==> src/design/ddd_pkg.sv <==
// Shared types, constants and calendar functions for the date difference core.
package ddd_pkg;

   localparam int unsigned YEAR_W  = 14;
   localparam int unsigned MONTH_W = 4;
   localparam int unsigned DAY_W   = 5;
   localparam int unsigned COUNT_W = 22;
   localparam int unsigned RES_W   = 9;   // year modulo 400
   localparam int unsigned QUOT_W  = 6;   // year / 400 for a 14-bit year
   localparam int unsigned PROD_W  = 2 * YEAR_W;
   localparam int unsigned RECIP_SHIFT = 22;

   // floor(y * RECIP_400 / 2**22) equals floor(y / 400) for every 14-bit year
   localparam logic [YEAR_W-1:0]  RECIP_400    = 14'd10486;
   localparam logic [YEAR_W-1:0]  YEARS_CYCLE  = 14'd400;
   localparam logic [RES_W-1:0]   RES_LAST     = 9'd399;
   localparam logic [MONTH_W-1:0] MONTH_JAN    = 4'd1;
   localparam logic [MONTH_W-1:0] MONTH_FEB    = 4'd2;
   localparam logic [MONTH_W-1:0] MONTH_DEC    = 4'd12;
   localparam logic [DAY_W-1:0]   DAY_FIRST    = 5'd1;
   localparam logic [COUNT_W-1:0] COUNT_MAX    = 22'h3FFFFF;

   // Controller to datapath commands
   typedef struct packed {
      logic load_in;    // capture the accepted word
      logic mul_end;    // feed the end year into the reciprocal multiplier
      logic res_start;  // take start year residue and start date check
      logic res_end;    // take end date check and error flag
      logic step;       // advance the walking date one day
      logic load_out;   // move the result into the output register
   } ddd_cmd_type;

   // Datapath to controller status
   typedef struct packed {
      logic date_bad;   // either date fails the calendar check
      logic walk_more;  // walking date still before goal and count not saturated
   } ddd_stat_type;

   // Gregorian leap rule from the year residue modulo 400 and the two low year bits
   function automatic logic is_leap(input logic [RES_W-1:0] res,
                                    input logic [1:0] year_low);
      logic century;
      century = (res == 9'd100) || (res == 9'd200) || (res == 9'd300);
      return (res == '0) || (!century && (year_low == 2'b00));
   endfunction

   // Month length, zero for a month code outside 1 to 12
   function automatic logic [DAY_W-1:0] month_days(input logic [MONTH_W-1:0] month,
                                                   input logic leap);
      logic [DAY_W-1:0] len;
      case (month) inside
         4'd1, 4'd3, 4'd5, 4'd7, 4'd8, 4'd10, 4'd12: len = 5'd31;
         4'd4, 4'd6, 4'd9, 4'd11: len = 5'd30;
         MONTH_FEB: len = leap ? 5'd29 : 5'd28;
         default: len = '0;
      endcase
      return len;
   endfunction

endpackage

==> src/design/ddd_req_if.sv <==
// Request channel: two dates and the include-end flag.
interface ddd_req_if;
   logic                         valid;
   logic                         ready;
   logic [ddd_pkg::YEAR_W-1:0]   start_year;
   logic [ddd_pkg::MONTH_W-1:0]  start_month;
   logic [ddd_pkg::DAY_W-1:0]    start_day;
   logic [ddd_pkg::YEAR_W-1:0]   end_year;
   logic [ddd_pkg::MONTH_W-1:0]  end_month;
   logic [ddd_pkg::DAY_W-1:0]    end_day;
   logic                         include_end;

   modport source (output valid, output start_year, output start_month, output start_day,
                   output end_year, output end_month, output end_day, output include_end,
                   input ready);
   modport sink (input valid, input start_year, input start_month, input start_day,
                 input end_year, input end_month, input end_day, input include_end,
                 output ready);
endinterface

==> src/design/ddd_rsp_if.sv <==
// Response channel: day count and date error flag.
interface ddd_rsp_if;
   logic                         valid;
   logic                         ready;
   logic [ddd_pkg::COUNT_W-1:0]  day_count;
   logic                         date_error;

   modport source (output valid, output day_count, output date_error, input ready);
   modport sink (input valid, input day_count, input date_error, output ready);
endinterface

==> src/design/ddd_ctrl.sv <==
// Controller: sequences date checks, the day walk and the output handoff.
module ddd_ctrl (
   input  logic                  clock,
   input  logic                  reset,
   input  logic                  req_valid,
   output logic                  req_ready,
   output logic                  rsp_valid,
   input  logic                  rsp_ready,
   input  ddd_pkg::ddd_stat_type stat,
   output ddd_pkg::ddd_cmd_type  cmd
);

   localparam logic [2:0] ST_IDLE      = 3'd0;
   localparam logic [2:0] ST_MUL       = 3'd1;
   localparam logic [2:0] ST_RES_START = 3'd2;
   localparam logic [2:0] ST_RES_END   = 3'd3;
   localparam logic [2:0] ST_WALK      = 3'd4;
   localparam logic [2:0] ST_DONE      = 3'd5;

   logic [2:0] state_ff, state_in;
   logic       rsp_valid_ff, rsp_valid_in;
   logic       out_free;

   assign req_ready = (state_ff == ST_IDLE);
   assign rsp_valid = rsp_valid_ff;
   assign out_free  = !rsp_valid_ff || rsp_ready;

   // Next state and commands
   always_comb begin
      state_in = state_ff;
      cmd      = '0;
      case (state_ff)
         ST_IDLE: begin
            if (req_valid) begin
               cmd.load_in = 1'b1;
               state_in    = ST_MUL;
            end
         end
         ST_MUL: begin
            state_in = ST_RES_START;
         end
         ST_RES_START: begin
            cmd.res_start = 1'b1;
            cmd.mul_end   = 1'b1;
            state_in      = ST_RES_END;
         end
         ST_RES_END: begin
            cmd.res_end = 1'b1;
            state_in    = stat.date_bad ? ST_DONE : ST_WALK;
         end
         ST_WALK: begin
            if (stat.walk_more) begin
               cmd.step = 1'b1;
            end else begin
               state_in = ST_DONE;
            end
         end
         ST_DONE: begin
            if (out_free) begin
               cmd.load_out = 1'b1;
               state_in     = ST_IDLE;
            end
         end
         default: state_in = ST_IDLE;
      endcase
   end

   // Hold the response word until taken
   always_comb begin
      rsp_valid_in = rsp_valid_ff;
      if (cmd.load_out) begin
         rsp_valid_in = 1'b1;
      end else if (rsp_ready) begin
         rsp_valid_in = 1'b0;
      end
   end

   always_ff @(posedge clock) begin
      if (reset) begin
         state_ff     <= ST_IDLE;
         rsp_valid_ff <= 1'b0;
      end else begin
         state_ff     <= state_in;
         rsp_valid_ff <= rsp_valid_in;
      end
   end

endmodule

==> src/design/ddd_datapath.sv <==
// Datapath: date registers, modulo-400 unit, day walker and result register.
module ddd_datapath (
   input  logic                          clock,
   input  logic                          reset,
   input  ddd_pkg::ddd_cmd_type          cmd,
   output ddd_pkg::ddd_stat_type         stat,
   input  logic [ddd_pkg::YEAR_W-1:0]    in_start_year,
   input  logic [ddd_pkg::MONTH_W-1:0]   in_start_month,
   input  logic [ddd_pkg::DAY_W-1:0]     in_start_day,
   input  logic [ddd_pkg::YEAR_W-1:0]    in_end_year,
   input  logic [ddd_pkg::MONTH_W-1:0]   in_end_month,
   input  logic [ddd_pkg::DAY_W-1:0]     in_end_day,
   input  logic                          in_include_end,
   output logic [ddd_pkg::COUNT_W-1:0]   out_day_count,
   output logic                          out_date_error
);

   logic [ddd_pkg::YEAR_W-1:0]  walk_year_ff, walk_year_in;
   logic [ddd_pkg::MONTH_W-1:0] walk_month_ff, walk_month_in;
   logic [ddd_pkg::DAY_W-1:0]   walk_day_ff, walk_day_in;
   logic [ddd_pkg::RES_W-1:0]   walk_res_ff, walk_res_in;
   logic [ddd_pkg::YEAR_W-1:0]  goal_year_ff;
   logic [ddd_pkg::MONTH_W-1:0] goal_month_ff;
   logic [ddd_pkg::DAY_W-1:0]   goal_day_ff;
   logic [ddd_pkg::COUNT_W-1:0] step_count_ff, step_count_in;
   logic                        inc_ff;
   logic                        start_ok_ff;
   logic                        err_ff;
   logic [ddd_pkg::PROD_W-1:0]  prod_ff, prod_in;
   logic [ddd_pkg::COUNT_W-1:0] out_count_ff, out_count_in;
   logic                        out_err_ff;

   logic [ddd_pkg::YEAR_W-1:0]  mul_year;
   logic [ddd_pkg::QUOT_W-1:0]  quot;
   logic [ddd_pkg::YEAR_W-1:0]  res_year;
   logic [ddd_pkg::YEAR_W-1:0]  res_full;
   logic [ddd_pkg::RES_W-1:0]   res;
   logic                        res_leap;
   logic                        start_ok, end_ok;
   logic [ddd_pkg::DAY_W-1:0]   walk_len;
   logic                        walk_before;
   logic [ddd_pkg::COUNT_W-1:0] final_count;

   // Reciprocal multiply for year / 400, registered before use
   assign mul_year = cmd.mul_end ? goal_year_ff : walk_year_ff;
   assign prod_in  = {{ddd_pkg::YEAR_W{1'b0}}, mul_year}
                   * {{ddd_pkg::YEAR_W{1'b0}}, ddd_pkg::RECIP_400};

   // Residue of the year modulo 400 and calendar checks
   assign quot     = prod_ff[ddd_pkg::RECIP_SHIFT +: ddd_pkg::QUOT_W];
   assign res_year = cmd.res_end ? goal_year_ff : walk_year_ff;
   assign res_full = res_year - ({{(ddd_pkg::YEAR_W-ddd_pkg::QUOT_W){1'b0}}, quot}
                               * ddd_pkg::YEARS_CYCLE);
   assign res      = res_full[ddd_pkg::RES_W-1:0];
   assign res_leap = ddd_pkg::is_leap(res, res_year[1:0]);
   assign start_ok = (walk_day_ff >= ddd_pkg::DAY_FIRST)
                  && (walk_day_ff <= ddd_pkg::month_days(walk_month_ff, res_leap));
   assign end_ok   = (goal_day_ff >= ddd_pkg::DAY_FIRST)
                  && (goal_day_ff <= ddd_pkg::month_days(goal_month_ff, res_leap));

   // Walk compare and saturation
   assign walk_before = {walk_year_ff, walk_month_ff, walk_day_ff}
                      < {goal_year_ff, goal_month_ff, goal_day_ff};
   assign stat.walk_more = walk_before && (step_count_ff != ddd_pkg::COUNT_MAX);
   assign stat.date_bad  = !(start_ok_ff && end_ok);

   // Load the walking date, take its residue, or advance it by one day
   assign walk_len = ddd_pkg::month_days(walk_month_ff,
                                         ddd_pkg::is_leap(walk_res_ff, walk_year_ff[1:0]));
   always_comb begin
      walk_year_in  = walk_year_ff;
      walk_month_in = walk_month_ff;
      walk_day_in   = walk_day_ff;
      walk_res_in   = walk_res_ff;
      step_count_in = step_count_ff;
      if (cmd.load_in) begin
         walk_year_in  = in_start_year;
         walk_month_in = in_start_month;
         walk_day_in   = in_start_day;
         step_count_in = '0;
      end else if (cmd.res_start) begin
         walk_res_in = res;
      end else if (cmd.step) begin
         step_count_in = step_count_ff + 1'b1;
         if (walk_day_ff < walk_len) begin
            walk_day_in = walk_day_ff + 1'b1;
         end else begin
            walk_day_in = ddd_pkg::DAY_FIRST;
            if (walk_month_ff == ddd_pkg::MONTH_DEC) begin
               walk_month_in = ddd_pkg::MONTH_JAN;
               walk_year_in  = walk_year_ff + 1'b1;
               walk_res_in   = (walk_res_ff == ddd_pkg::RES_LAST) ? '0 : walk_res_ff + 1'b1;
            end else begin
               walk_month_in = walk_month_ff + 1'b1;
            end
         end
      end
   end

   // Saturating final count, zero on a bad date
   always_comb begin
      if (err_ff) begin
         final_count = '0;
      end else if (step_count_ff == ddd_pkg::COUNT_MAX) begin
         final_count = ddd_pkg::COUNT_MAX;
      end else begin
         final_count = step_count_ff + {{(ddd_pkg::COUNT_W-1){1'b0}}, inc_ff};
      end
   end
   assign out_count_in = cmd.load_out ? final_count : out_count_ff;

   always_ff @(posedge clock) begin
      if (reset) begin
         walk_year_ff  <= '0;
         walk_month_ff <= '0;
         walk_day_ff   <= '0;
         walk_res_ff   <= '0;
         goal_year_ff  <= '0;
         goal_month_ff <= '0;
         goal_day_ff   <= '0;
         step_count_ff <= '0;
         inc_ff        <= 1'b0;
         start_ok_ff   <= 1'b0;
         err_ff        <= 1'b0;
      end else begin
         walk_year_ff  <= walk_year_in;
         walk_month_ff <= walk_month_in;
         walk_day_ff   <= walk_day_in;
         walk_res_ff   <= walk_res_in;
         step_count_ff <= step_count_in;
         if (cmd.load_in) begin
            goal_year_ff  <= in_end_year;
            goal_month_ff <= in_end_month;
            goal_day_ff   <= in_end_day;
            inc_ff        <= in_include_end;
         end
         if (cmd.res_start) begin
            start_ok_ff <= start_ok;
         end
         if (cmd.res_end) begin
            err_ff <= stat.date_bad;
         end
      end
   end

   // Payload registers
   always_ff @(posedge clock) begin
      prod_ff      <= prod_in;
      out_count_ff <= out_count_in;
      if (cmd.load_out) begin
         out_err_ff <= err_ff;
      end
   end

   assign out_day_count  = out_count_ff;
   assign out_date_error = out_err_ff;

endmodule

==> src/design/date_difference_in_days_core.sv <==
// Top level of the Gregorian date difference core.
//
// A request word carries a start date, an end date (year, month, day) and
// include_end. The response word carries day_count and date_error.
// Both dates are checked against the Gregorian calendar; if either fails,
// date_error is set and day_count is 0. Otherwise the start date is walked
// forward one day per clock until it reaches the end date, and day_count is
// the number of days walked, plus one when include_end is set, saturating
// at 4194303. A start on or after the end gives 0, or 1 with include_end.
// The time from request accept to response valid grows with N, the number
// of days walked (at most 4194303), as the day walker advances one calendar
// day per cycle. A bad date skips the walk.
// One request is in flight at a time: req ready is high only while idle,
// so a new request waits until the previous result is in the output register.
// The response sits in an output register; a stall on the response side
// holds it, and the next request can be accepted and worked meanwhile,
// finishing into the output register once the old word is taken.
// Synchronous reset returns the core to idle with no response pending.
module date_difference_in_days_core (
   input  logic       clock,
   input  logic       reset,
   ddd_req_if.sink    req_bus,
   ddd_rsp_if.source  rsp_bus
);

   ddd_pkg::ddd_cmd_type  cmd;
   ddd_pkg::ddd_stat_type stat;

   ddd_ctrl u_ctrl (
      .clock     (clock),
      .reset     (reset),
      .req_valid (req_bus.valid),
      .req_ready (req_bus.ready),
      .rsp_valid (rsp_bus.valid),
      .rsp_ready (rsp_bus.ready),
      .stat      (stat),
      .cmd       (cmd)
   );

   ddd_datapath u_datapath (
      .clock          (clock),
      .reset          (reset),
      .cmd            (cmd),
      .stat           (stat),
      .in_start_year  (req_bus.start_year),
      .in_start_month (req_bus.start_month),
      .in_start_day   (req_bus.start_day),
      .in_end_year    (req_bus.end_year),
      .in_end_month   (req_bus.end_month),
      .in_end_day     (req_bus.end_day),
      .in_include_end (req_bus.include_end),
      .out_day_count  (rsp_bus.day_count),
      .out_date_error (rsp_bus.date_error)
   );

endmodule
==> src/flat_wrapper.sv <==
// flat-port wrapper written by rule: the top's interface ports become plain ports
module date_difference_in_days_core_flat 
  (clock, reset, req_bus_valid, req_bus_start_year, req_bus_start_month, req_bus_start_day, req_bus_end_year, req_bus_end_month, req_bus_end_day, req_bus_include_end, req_bus_ready, rsp_bus_valid, rsp_bus_day_count, rsp_bus_date_error, rsp_bus_ready);
  ddd_req_if req_bus_i ();
  ddd_rsp_if rsp_bus_i ();
  input  logic clock;
  input  logic reset;
  input wire logic [$bits(req_bus_i.valid)-1:0] req_bus_valid;
  input wire logic [$bits(req_bus_i.start_year)-1:0] req_bus_start_year;
  input wire logic [$bits(req_bus_i.start_month)-1:0] req_bus_start_month;
  input wire logic [$bits(req_bus_i.start_day)-1:0] req_bus_start_day;
  input wire logic [$bits(req_bus_i.end_year)-1:0] req_bus_end_year;
  input wire logic [$bits(req_bus_i.end_month)-1:0] req_bus_end_month;
  input wire logic [$bits(req_bus_i.end_day)-1:0] req_bus_end_day;
  input wire logic [$bits(req_bus_i.include_end)-1:0] req_bus_include_end;
  output wire logic [$bits(req_bus_i.ready)-1:0] req_bus_ready;
  output wire logic [$bits(rsp_bus_i.valid)-1:0] rsp_bus_valid;
  output wire logic [$bits(rsp_bus_i.day_count)-1:0] rsp_bus_day_count;
  output wire logic [$bits(rsp_bus_i.date_error)-1:0] rsp_bus_date_error;
  input wire logic [$bits(rsp_bus_i.ready)-1:0] rsp_bus_ready;
  assign req_bus_i.valid = req_bus_valid;
  assign req_bus_i.start_year = req_bus_start_year;
  assign req_bus_i.start_month = req_bus_start_month;
  assign req_bus_i.start_day = req_bus_start_day;
  assign req_bus_i.end_year = req_bus_end_year;
  assign req_bus_i.end_month = req_bus_end_month;
  assign req_bus_i.end_day = req_bus_end_day;
  assign req_bus_i.include_end = req_bus_include_end;
  assign req_bus_ready = req_bus_i.ready;
  assign rsp_bus_valid = rsp_bus_i.valid;
  assign rsp_bus_day_count = rsp_bus_i.day_count;
  assign rsp_bus_date_error = rsp_bus_i.date_error;
  assign rsp_bus_i.ready = rsp_bus_ready;
  date_difference_in_days_core u_core (.clock(clock), .reset(reset), .req_bus(req_bus_i), .rsp_bus(rsp_bus_i));
endmodule
==> config.mk <==
export PLATFORM = sky130hd
export DESIGN_NAME = date_difference_in_days_core_flat
export DESIGN_NICKNAME = d
export VERILOG_FILES = /design/src/design/ddd_pkg.sv /design/src/design/ddd_req_if.sv /design/src/design/ddd_rsp_if.sv /design/src/design/ddd_ctrl.sv /design/src/design/ddd_datapath.sv /design/src/design/date_difference_in_days_core.sv /design/src/flat_wrapper.sv
export SDC_FILE = /design/constraint.sdc
export NUM_CORES = 1
export LEC_CHECK = 0
export ABC_CLOCK_PERIOD_IN_PS = 6200
export BUFFER_PORTS_ARGS = -buffer_cell sky130_fd_sc_hd__buf_4
export CORE_MARGIN = 4
export CORE_UTILIZATION = 56
export CTS_CLUSTER_SIZE = 10
export DETAILED_ROUTE_END_ITERATION = 7
export PLACE_DENSITY = 0.8
export REMOVE_ABC_BUFFERS = 1
export SYNTH_ARGS = -nofsm -noshare
export SYNTH_HDL_FRONTEND = slang
export SYNTH_SLANG_ARGS = --single-unit
export TNS_END_PERCENT = 10
==> constraint.sdc <==
create_clock -name clock -period 6.2 [get_ports clock]
set_input_delay 0.62 -clock clock [delete_from_list [all_inputs] [get_ports clock]]
set_output_delay 0.62 -clock clock [all_outputs]
set_load 0.01 [all_outputs]
; Word level (Yosys, flattened, before mapping)
; Index checks and enable logic that the tools add are counted.
[op_classes]
n_addsub = 7
n_mul = 2
n_lt_le_gt_ge = 6
eq_ne = 44
n_mux = 48
bitwise = 2
reduce_logical = 38
[op_table]
columns = operator, n
row1 = $mux 14, 6
row2 = $mux 5, 13
row3 = $mux 9, 6
row4 = $eq 4x4->1 const B, 10
row5 = $eq 4x3->1 const B, 8
row6 = $eq 9x9->1 const B, 3
row7 = $mul 14x13->27 const B, 1
row8 = $lt 23x23->1, 1
row9 = $add 22x1->22, 1
row10 = $add 22x1->22 const B, 1
row11 = $eq 22x22->1 const B, 1
row12 = $mux 22, 1
row13 = $ne 22x22->1 const B, 1
row14 = $mux 4, 5
row15 = $eq 9x7->1 const B, 2
row16 = $eq 9x8->1 const B, 2
row17 = $logic_not 9->1, 2
row18 = $pmux 3 s6, 1
row19 = $eq 4x2->1 const B, 4
row20 = $add 14x1->14 const B, 1
row21 = $reduce_or 7->1, 2
row22 = $mux 1, 12
row23 = $ge 5x1->1 const B, 2
row24 = $le 5x5->1, 2
row25 = other kinds (26), 59
[totals]
ff_bits = 134
in_bits = 51
out_inout_bits = 25
elab_cells = 163

; Logic depth before layout (Yosys ltp)
; Gate-level depths: netlist (run 1).
[logic_depth]
word_depth = 19
mapped_depth = 26
mapped_depth_nobuf = 23

; Modules after synthesis
; Synthesis (run 1) repeated with hierarchy kept, for this count alone.
[hier_totals]
cells_unflattened = 1157
hier_area_um2 = 10336.2
[modules_own_cells]
columns = module, instances, cells_each, area_per_inst_um2, seq_area_each_um2
row1 = ddd_datapath, 1, 1126, 10052.1, 2392.3
row2 = ddd_ctrl, 1, 31, 284.0, 80.1

; Least setup slack after synthesis (run 1)
; No wires, ideal clock.
[synth_timing]
path_type = register to register
startpoint = register u_core.u_ctrl.state_ff[1]
endpoint = register u_core.u_datapath.prod_ff[25] in the netlist's numbering
setup_time_ns = 0.121
arrival_ns = 5.969
required_ns = 6.079
path_slack_ns = 0.109
stages_incl_launch_ff = 24
n_path_buf = 3
synth_period_minus_slack_ns = 6.091
path_cell_list = dfxtp_1 -> clkbuf_1 -> nand2b_1 -> nor2_1 -> clkbuf_1 -> buf_1 -> o21ai_0 -> ha_1 -> fa_1 -> inv_1 -> fa_1 -> inv_1 -> ha_1 -> inv_1 -> fa_1 -> inv_1 -> ha_1 -> a211oi_1 -> o211ai_1 -> a221o_1 -> a221oi_1 -> o21bai_1 -> a211oi_1 -> nor2_1
[synth_between]
elab_chain_cells = 4
[synth_rtl]
columns = item, line_no
row1 = start: declaration, ddd_ctrl.sv:20  ; logic [2:0] state_ff, state_in;
row2 = start signal: assignment, ddd_ctrl.sv:83  ; state_ff <= state_in;
row3 = $eq 3x2->1, ddd_ctrl.sv:32  ; case (state_ff)
row4 = $mux 2, ddd_ctrl.sv:32
row5 = $mux 14, ddd_datapath.sv:45  ; assign mul_year = cmd.mul_end ? goal_year_ff : walk_year_ff;
row6 = $mul 14x13->27, ddd_datapath.sv:47  ; * {{ddd_pkg::YEAR_W{1'b0}}, ddd_pkg::RECIP_400};
row7 = "named net u_core.u_datapath.prod_in, one bit", ddd_datapath.sv:29  ; logic [ddd_pkg::PROD_W-1:0] prod_ff, prod_in;
row8 = end signal: assignment, ddd_datapath.sv:148  ; prod_ff <= prod_in;
row9 = end: declaration, ddd_datapath.sv:29
; The timed path passes the listed nets, and every way through them passes these cells.
; A chain may end at the register's enable or synchronous reset.

; Worst setup path after layout (run 1)
[layout_timing]
startpoint = register u_core.u_ctrl.state_ff[2]
endpoint = register u_core.u_datapath.prod_ff[25] in the netlist's numbering
; The elaborated chain is that of the path after synthesis.

==> results.md, run 1 <==
Yosys:
- The number of synthesized register bits is 112.
- The number of synthesized flops with an enable pin is 23.
- Counting instances in the post-synthesis netlist gives the leading cell types as 171 x inv_1, 144 x ha_1, 109 x nand2_1.
- By instance count, the leading cell after synthesis is inv_1.
- Synthesis instantiated 72 different standard cells from the library.
- The gate count of the mapped netlist is 1163.
- Ranked by total cell area, the synthesized netlist is headed by ha_1 18%, dfxtp_1 18%, fa_1 12%.
- In this run the biggest area consumer among cell types represents 17.83% of the synthesized area.
- The synthesis warning total is 0.
- Counting flops with an async set or reset pin after synthesis yields a share of 0%.
- Summing every instance area after synthesis gives 10110 sq um.
- The most instantiated flip-flop cell in the synthesis netlist is dfxtp_1.
- The mean cell area of the mapped netlist is 8.690 sq um.
- Of all cell types, the one taking the most synthesized area is ha_1.
- The sequential-to-total area share from yosys stat is 24.46%.

Finish:
- In the final layout, the share of cells above drive strength 1 is 10.66%.
- The number of non-filler instances in the completed layout is 1445.
- The area of all sequential standard cells is 2475 sq um.
- The multi-input combinational cells in the finished layout cover a total of 6798 sq um.
- The net count reported at finish is 1473.
- Cells fill 64.02% of the core in the end.
- The layout has 1461 filler cells.
- The number of antenna cells inserted is 0.
- The synthesis-to-finish area growth is 10.71%.
- Once layout is done, the placed cells without fillers occupy 11190 sq um.

GRT:
- The met3 usage is 3.730%.
- The fraction of met1 tracks used by global routing is 30.58%.
- The total overflow left after global routing is 0.
- The first global-routing pass estimated 39890 um of wire.
- Entering global routing, the biggest net connects 64 pins.
- The peak-usage layer in the global routing report is met2.
- For this run, global-route usage on met2 was measured as 41.94%.
- The via count of the first global-routing pass is 8305.
- Global routing consumed, over all layers together, 24.26% of the routing resources.
- The number of antenna violations at the first check in global routing is 0.

Critical path:
- Along the worst path, the maximum fanout reaches 7.
- The cell with the biggest individual delay on the critical path is fa_1.
- The worst setup path is captured at a flop.
- STA classifies the critical path startpoint as a flop.
- The arrival time of data at the critical path endpoint is 6.07 ns.
- The origin of the critical flop-to-flop path is u_core.u_ctrl.state_ff[2]$_SDFFE_PP0P_.
- The cell that appears most often on the critical path is fa_1.
- The largest single stage delay on the critical path is 0.53 ns.
- The number of cells on the worst reg-to-reg path is 20.
- The critical register-to-register path endpoint is u_core.u_datapath.prod_ff[25]$_DFF_P_.
- The critical path goes through nand2b_2 -> nor2_4 -> buf_4 -> nor2_1 -> a21oi_1 -> inv_1 -> fa_1 -> ha_1 -> fa_1 -> fa_1 -> fa_1 -> ha_1 -> a211o_1 -> a21oi_1 -> a21oi_1 -> a221oi_1 -> buf_4 -> o21bai_1 -> a211oi_1 -> nor2_1.
- The worst register-to-register path has a setup slack of 0.38 ns.
- The critical setup path kind is flop to flop.
- The required time of the critical path is 6.45 ns.

Min path:
- The startpoint of the worst hold path is u_core.u_datapath.goal_year_ff[2]$_SDFFE_PP0P_.
- The worst hold path passes through 2 cells.
- The capture endpoint of the worst hold path is u_core.u_datapath.goal_year_ff[2]$_SDFFE_PP0P_.
- The worst min-delay path category is flop to flop.

Routing:
- The total via count in the routed design is 8439.
- After detailed routing, the number of remaining DRC violations is 0.
- In the final routed layout, each cell accounts on average for 16.81 um.
- In this run the remaining antenna-violating nets after routing total 0.
- Summed over all layers, the routed wires come to 24290 um.
- The per-cell via count in the routed design is 5.840.
- The first TritonRoute pass finished after 5 iterations.
- The detailed router finished its first iteration with 540 violations.

Clocking:
- The clock slew seen by the registers of the worst setup and hold paths is 0.07 ns.
- The number of buffers added by the clock tree synthesis step is 9.
- For the worst-skew pair, the clock arrives at the later sink with an insertion delay of 0.36 ns.
- The H-tree was split into 3 levels.
- The number of hold buffers added after cts is 0.
- The buffer cell driving the clock tree root is clkbuf_16.
- The number of clock sinks is 112.
- The number of buffers on the longest clock path is 2.
- TritonCTS built the clock tree.

Power:
- The power consumption is 6602 uW.
- The total leakage power is 0.005094 uW.
- The power per standard cell area is 590.1 nW/um^2.
- The maximum vdd drop is 0.0006742 V.

Placed design:
- The number of input and output port buffers inserted is 75.
- The setup slack at placement is 0.1516 ns.
- The placed cell area is 10860 sq um.
- Summed over all nets, the half-perimeter wirelength after detailed placement is 19280 um.
- The weighted congestion reported at the end of routability-driven placement is 0.9137.
- In this run, placement finished with an instance count of 1426.

Die:
- Once the floorplan was initialized, standard cells occupied 57.83% of the core.
- The die is 142.3 um tall.
- The die footprint is 20260 sq um.
- The floorplan step defined a core boundary enclosing 17480 sq um.
- The chip width is 142.3 um.
- The floorplan row count is 48.
- The number of top-level pins is 76.

Timing:
- Setup repair after global routing left no endpoint under its margin.
- In this run the tightest slew margin relative to its limit is 23.27%.
- Derived from the worst setup path, the maximum achievable clock frequency is 171.7 MHz.
- At the pin with the least slew margin, the transition time is 1.141 ns.
- The total count of max-transition violations in the final report is 0.
- The hold violation total from the final report is 0.
- The slack of the critical path is 0.3776 ns.
- The clock period could shrink to 5.822 ns.
- The portion of the clock cycle consumed by the worst path in the final layout is 93.91%.
- The number of setup violations in the final report is 0.
- The clock arrives with 0.009005 ns of skew.

Outcome:
- The run finished with clean final reports.

Flow run:
- Across the run, the number of max-cap violations was 0.
[cell usage in the layout, fill, tap and decap left out, types with 5 or more instances in the layout]
cell type,instances
clkbuf_16,10
o211ai_1,5
fa_1,63
nor2b_1,5
a21oi_1,78
and3_1,12
dfxtp_1,87
a31oi_1,6
xor2_1,9
nor2_1,72
inv_1,171
o31ai_1,5
nand4_1,22
nor3_1,25
nand3_1,30
or3_1,9
nor3b_1,6
ha_1,144
a211oi_1,15
edfxtp_1,23
nor4_1,12
buf_4,93
mux2i_1,10
a21o_1,13
o21ai_0,27
nand2_1,108
a311oi_1,10
nand3b_1,5
xnor2_1,48
[state kept, by name (all words and copies together) (netlist names)]
| register | cells |
|---|---|
| u_core.u_datapath.prod_ff | 5 |
| u_core.u_datapath.walk_month_ff | 4 |
| u_core.u_ctrl.rsp_valid | 1 |
| u_core.u_datapath.step_count_ff | 22 |
| u_core.u_datapath.walk_day_ff | 5 |
| u_core.u_datapath.err_ff | 1 |
| u_core.u_datapath.walk_res_ff | 9 |
| u_core.u_datapath.walk_year_ff | 14 |
| u_core.u_datapath.goal_year_ff | 14 |
| u_core.u_datapath.out_day_count | 22 |
| u_core.u_datapath.start_ok_ff | 1 |
| u_core.u_datapath.inc_ff | 1 |
| u_core.u_ctrl.state_ff | 3 |
| u_core.u_datapath.goal_month_ff | 4 |
| u_core.u_datapath.out_date_error | 1 |
| u_core.u_datapath.goal_day_ff | 5 |
[where the power goes]
part | leakage, uW | internal (uW) | switching, uW
clock network | 0.000145 | 311 | 277
logic | 0.00401 | 2070 | 2840
registers | 0.000940 | 901 | 203
[repair_timing]
action / in CTS / in global routing
gates resized for setup: 0 / 9
endpoints found under the hold margin: 0 / 0
endpoints found under the setup margin: 0 / 3
buffers inserted: 0 / 2
[critical path, delay by kind of cell, from the launching register on]
kind	cells	cell delay [ns]
AND/OR/NAND/NOR	4	0.57
flip-flops	1	0.36
buffers and inverters	3	0.58
AO/OA/AOI/OAI	7	1.62
adder cells (fa/ha/maj)	6	2.57
[logic make-up after synthesis]
kind of cell,share of synthesized area [%]
mux,0.9905
xor+xnor,4.940
compound gates,14.24
simple gates,16.52
flops,24.46
fa+ha+maj,30.31
buf+inv,8.543
[routing by layer]
layer  vias to the layer above  share of wire (%)
li1                       4106                  -
met5                         -                  0
met3                        62                5.3
met4                         0                3.1
met2                       262                 49
met1                      4009                 42
[through the flow]
| step | hold WS (ns) | setup TNS [ns] |
|---|---|---|
| 6_report | 0.4630 | 0 |
| 5_1_grt | 0.4907 | 0 |
| 4_1_cts | 0.4656 | 0 |
| 3_5_place_dp | 0.4557 | 0 |
| 3_3_place_gp | 0.4449 | 0 |
| 2_1_floorplan | 0.4303 | -0.5861 |
[worst max path at each step]
stage	startpoint	slack, ns	end	cells past startpoint
after floorplan	u_core.u_ctrl.state_ff[1]$_SDFFE_PP0P_	-0.26	u_core.u_datapath.prod_ff[25]$_DFF_P_	20
after global placement	u_core.u_ctrl.state_ff[1]$_SDFFE_PP0P_	0.38	u_core.u_datapath.prod_ff[25]$_DFF_P_	22
final	u_core.u_ctrl.state_ff[2]$_SDFFE_PP0P_	0.38	u_core.u_datapath.prod_ff[25]$_DFF_P_	20
after global routing	u_core.u_ctrl.state_ff[2]$_SDFFE_PP0P_	0.05	u_core.u_datapath.prod_ff[25]$_DFF_P_	22
after CTS	u_core.u_ctrl.state_ff[1]$_SDFFE_PP0P_	0.15	u_core.u_datapath.prod_ff[25]$_DFF_P_	22
after detailed placement	u_core.u_ctrl.state_ff[1]$_SDFFE_PP0P_	0.15	u_core.u_datapath.prod_ff[25]$_DFF_P_	22
[area by class of cell]
| class | instances | area share, % |
|---|---|---|
| clock buffer | 13 | 2.427 |
| clock inverter | 3 | 0.2013 |
| inverter | 171 | 5.737 |
| multi-input combinational | 828 | 60.76 |
| sequential | 112 | 22.12 |
| tap | 225 | 2.516 |
| timing repair buffer | 93 | 6.240 |
Power figures use the tool's default switching activity.
==> run 2: changes to the inputs <==
--- a/config.mk
+++ b/config.mk
@@ -5,13 +5,13 @@
 export SDC_FILE = /design/constraint.sdc
 export NUM_CORES = 1
 export LEC_CHECK = 0
-export ABC_CLOCK_PERIOD_IN_PS = 6200
+export ABC_CLOCK_PERIOD_IN_PS = 6480
 export BUFFER_PORTS_ARGS = -buffer_cell sky130_fd_sc_hd__buf_4
 export CORE_MARGIN = 4
-export CORE_UTILIZATION = 56
+export CORE_UTILIZATION = 60
 export CTS_CLUSTER_SIZE = 10
 export DETAILED_ROUTE_END_ITERATION = 7
-export PLACE_DENSITY = 0.8
+export PLACE_DENSITY = 0.82
 export REMOVE_ABC_BUFFERS = 1
 export SYNTH_ARGS = -nofsm -noshare
 export SYNTH_HDL_FRONTEND = slang
==> constraint.sdc (replaced) <==
create_clock -name clock -period 6.48 [get_ports clock]
set_input_delay 0.648 -clock clock [delete_from_list [all_inputs] [get_ports clock]]
set_output_delay 0.648 -clock clock [all_outputs]
set_load 0.01 [all_outputs]
==> run 2 against run 1 <==
  * The run now ends with design-rule violations left
  * Count of clock-buffer cells in the layout fell by 4
  * Maximum frequency fell by 4.9%
  * Register-to-register slack got worse by 0.02 ns
  * Global-route usage grew 2.3 points
  * Utilization rose by 3.4 points
  * Power shrank 4.4%
  * Worst setup slack worse by 0.022 ns
  * Critical path depth is 2 higher
  * Sequential power decreased by 5%
  * Largest cell class unchanged
==> results.md, run 2 (synthesis gave the netlist of run 1 again) <==
Die:
- The placeable core region is 16520 sq um.
- The number of top-level pins is 76.
- The die footprint is 18980 sq um.
- The initial core utilization is 61.16%.
- The initialized floorplan defines 47 standard-cell rows.
- The vertical extent of the die is 137.8 um.
- The die is 137.8 um wide.

Critical path:
- The biggest cell delay along the critical path is 0.53 ns.
- On the critical path the largest part of the delay comes from adder cells.
- The cell type with the highest occurrence count on the critical path is inv_1.
- STA puts the critical path data required time at 6.73 ns.
- The category of the worst setup path capture point is a flop.
- Counting both buffers and inverters, the worst setup path holds a total of 5.
- The worst setup path is launched from a flop.
- The cell with the biggest individual delay on the critical path is fa_1.
- The largest fanout on the critical path is 16.
- The critical path in this run is classified as flop to flop.
- Walking the worst path, the cells encountered are nand2b_1 -> nor2_4 -> buf_4 -> nor2_1 -> a21o_1 -> ha_1 -> fa_1 -> inv_1 -> fa_1 -> inv_1 -> ha_1 -> inv_1 -> fa_1 -> inv_1 -> ha_1 -> a211oi_1 -> o211ai_1 -> a221o_1 -> a221oi_1 -> o21bai_1 -> a211oi_1 -> nor2_1.
- The arrival time of data at the critical path endpoint is 6.38 ns.

Timing:
- Adding up every negative setup slack in the final design gives 0 ns.
- The worst slew margin relative to its limit is 24.89%.
- The hold violation total from the final report came to 0.
- The total count of max-transition violations in the final report was 0.
- Setup violations remaining at the end of the flow were counted as 0.
- Static timing analysis puts the maximum clock frequency at 163.3 MHz.
- The final critical-path required period is 6.124 ns.
- The setup skew after layout is 0.009167 ns.
- For the pin with the worst max-slew slack, the measured transition is 1.117 ns.
- The final critical path takes up 94.51% of the cycle.
- Setup repair after global routing left no endpoint under its margin.
- Hold timing on the final database bottoms out at a slack of 0.4613 ns.

Routing:
- For this run, design rule violations remaining after detail routing come to 11.
- The detailed router finished its first iteration with 667 violations.
- The remaining antenna violation count is 0.
- The routed design has 24670 um of wire.
- The total via count in the routed design is 8459.
- The count of TritonRoute iterations in the first routing pass is 8.
- The routed wirelength normalized by instance count is 17.19 um.
- In the routed layout, each cell is associated on average with a via count of 5.895.

Clocking:
- The CTS tree is done.
- The number of clock sinks is 112.
- Clock tree synthesis inserted a total of 9 buffers.
- Hold repair after CTS inserted 0 buffers.
- The clock slew seen by the registers of the worst setup and hold paths is 0.08 ns.
- The H-tree was split into 3 levels.
- For the worst-skew pair, the clock arrives at the later sink with an insertion delay of 0.37 ns.
- The longest clock path from root to sink contains 2 buffers.
- In this run the clock root is driven by a clkbuf_16.

Power:
- VDD sags by at most 0.0006590 V.
- For this design the static power due to leakage is 0.005075 uW.
- Dividing total power by cell area gives a power density of 566.1 nW/um^2.
- Summing internal, switching and leakage power gives 6309 uW.

GRT:
- The wire length of the first global-routing pass is 39950 um.
- The global-route usage over all layers is 26.55%.
- The number of antenna violations at the first check in global routing came to 0.
- The via count of the first global-routing pass is 8267.
- Entering global routing, the biggest net connects 64 pins.
- For this run the aggregate overflow at the end of global routing stands at 0.

Min path:
- The worst min-delay path category is flop to flop.

Finish:
- For this run, the share of the core covered by cells in the final layout is 67.45%.
- For this run, the post-layout net count is 1468.
- The finished layout holds 1435 standard cells, fillers aside.
- The synthesis-to-finish area growth is 10.29%.
- The number of antenna diodes in the final layout is 0.
- The top cell types in the final layout, fill and taps aside, are 171 x inv_1, 144 x ha_1, 108 x nand2_1, 89 x buf_4, 89 x dfxtp_1.
- Leaving out fill and tap cells, the most frequent cell in the layout is inv_1.
- Cells with a size suffix above 1 make up 10.12% of the layout.

Placed design:
- The placed instance count is 1419.
- The weighted congestion reported at the end of routability-driven placement is 0.9199.
- The detailed-placement wirelength estimate is 19220 um.
- Input and output buffers added on the ports amount to 75.

Outcome:
- The flow ran to the end, but the final reports show violations.
- The final reports fail on design-rule violations.

Flow run:
- The number of max-cap violations is 0.
## run 2: changes by cell type in the layout (fill, tap and decap cells not counted), moves of 2 or more
cell	before	now
a21boi_0	3	5
inv_6	1	3
clkbuf_1	2	0
buf_4	93	89
dfxtp_1	87	89
dfxtp_2	2	0
clkinv_8	0	2
## run 2: cell type report
cell class                 instances  area, sq um
clock buffer                       9        225.2
sequential                       112         2472
timing repair buffer              89        668.1
clock inverter                     7        73.82
fill                            1360         5379
tap                              220        275.3
multi-input combinational        827         6789
inverter                         171        641.9
## run 2: stage by stage
stage / instance area [sq um] / setup slack (ns)
2_1_floorplan: 9884 / 0.02299
3_3_place_gp: 10840 / 0.4152
3_5_place_dp: 10840 / 0.2347
4_1_cts: 11130 / 0.2217
5_1_grt: 11150 / 0.02252
6_report: 11150 / 0.3556
## run 2: repair_timing
action | in CTS | in global routing
resized for setup | 0 | 4
hold endpoints to repair | 0 | 0
buffers inserted | 0 | 0
setup endpoints to repair | 0 | 3
## run 2: path summary, 6_finish.rpt
| kind | startpoint | end | slack (ns) | depth (start not counted) |
|---|---|---|---|---|
| worst min-delay path | u_core.u_datapath.goal_year_ff[6]$_SDFFE_PP0P_ | u_core.u_datapath.goal_year_ff[6]$_SDFFE_PP0P_ | 0.46 | 2 |
| worst max-delay path | u_core.u_ctrl.state_ff[1]$_SDFFE_PP0P_ | u_core.u_datapath.prod_ff[25]$_DFF_P_ | 0.36 | 22 |
| worst max register to register | u_core.u_ctrl.state_ff[1]$_SDFFE_PP0P_ | u_core.u_datapath.prod_ff[25]$_DFF_P_ | 0.36 | 22 |
| worst min register to register | u_core.u_datapath.goal_year_ff[6]$_SDFFE_PP0P_ | u_core.u_datapath.goal_year_ff[6]$_SDFFE_PP0P_ | 0.46 | 2 |
## run 2: worst min-delay path, stage by stage, from the launching register on
cell and delay [ns]:
dfxtp_1 0.31, nand2_1 0.05, a21oi_1 0.05
## run 2: report_power, final
group          total [uW]  internal, uW  switching (uW)
clock network         565           274             291
logic                4690          1970            2730
registers            1050           861             189
## run 2: routing by layer
| metal | routed length [um] | vias to the layer above | track usage (%) |
|---|---|---|---|
| met4 | 875 | 0 | 11.03 |
| met3 | 1687 | 52 | 3.725 |
| met5 | 0 | - | 0 |
| met1 | 10500 | 3981 | 35.42 |
| met2 | 11610 | 325 | 43.36 |
| li1 | - | 4101 | - |
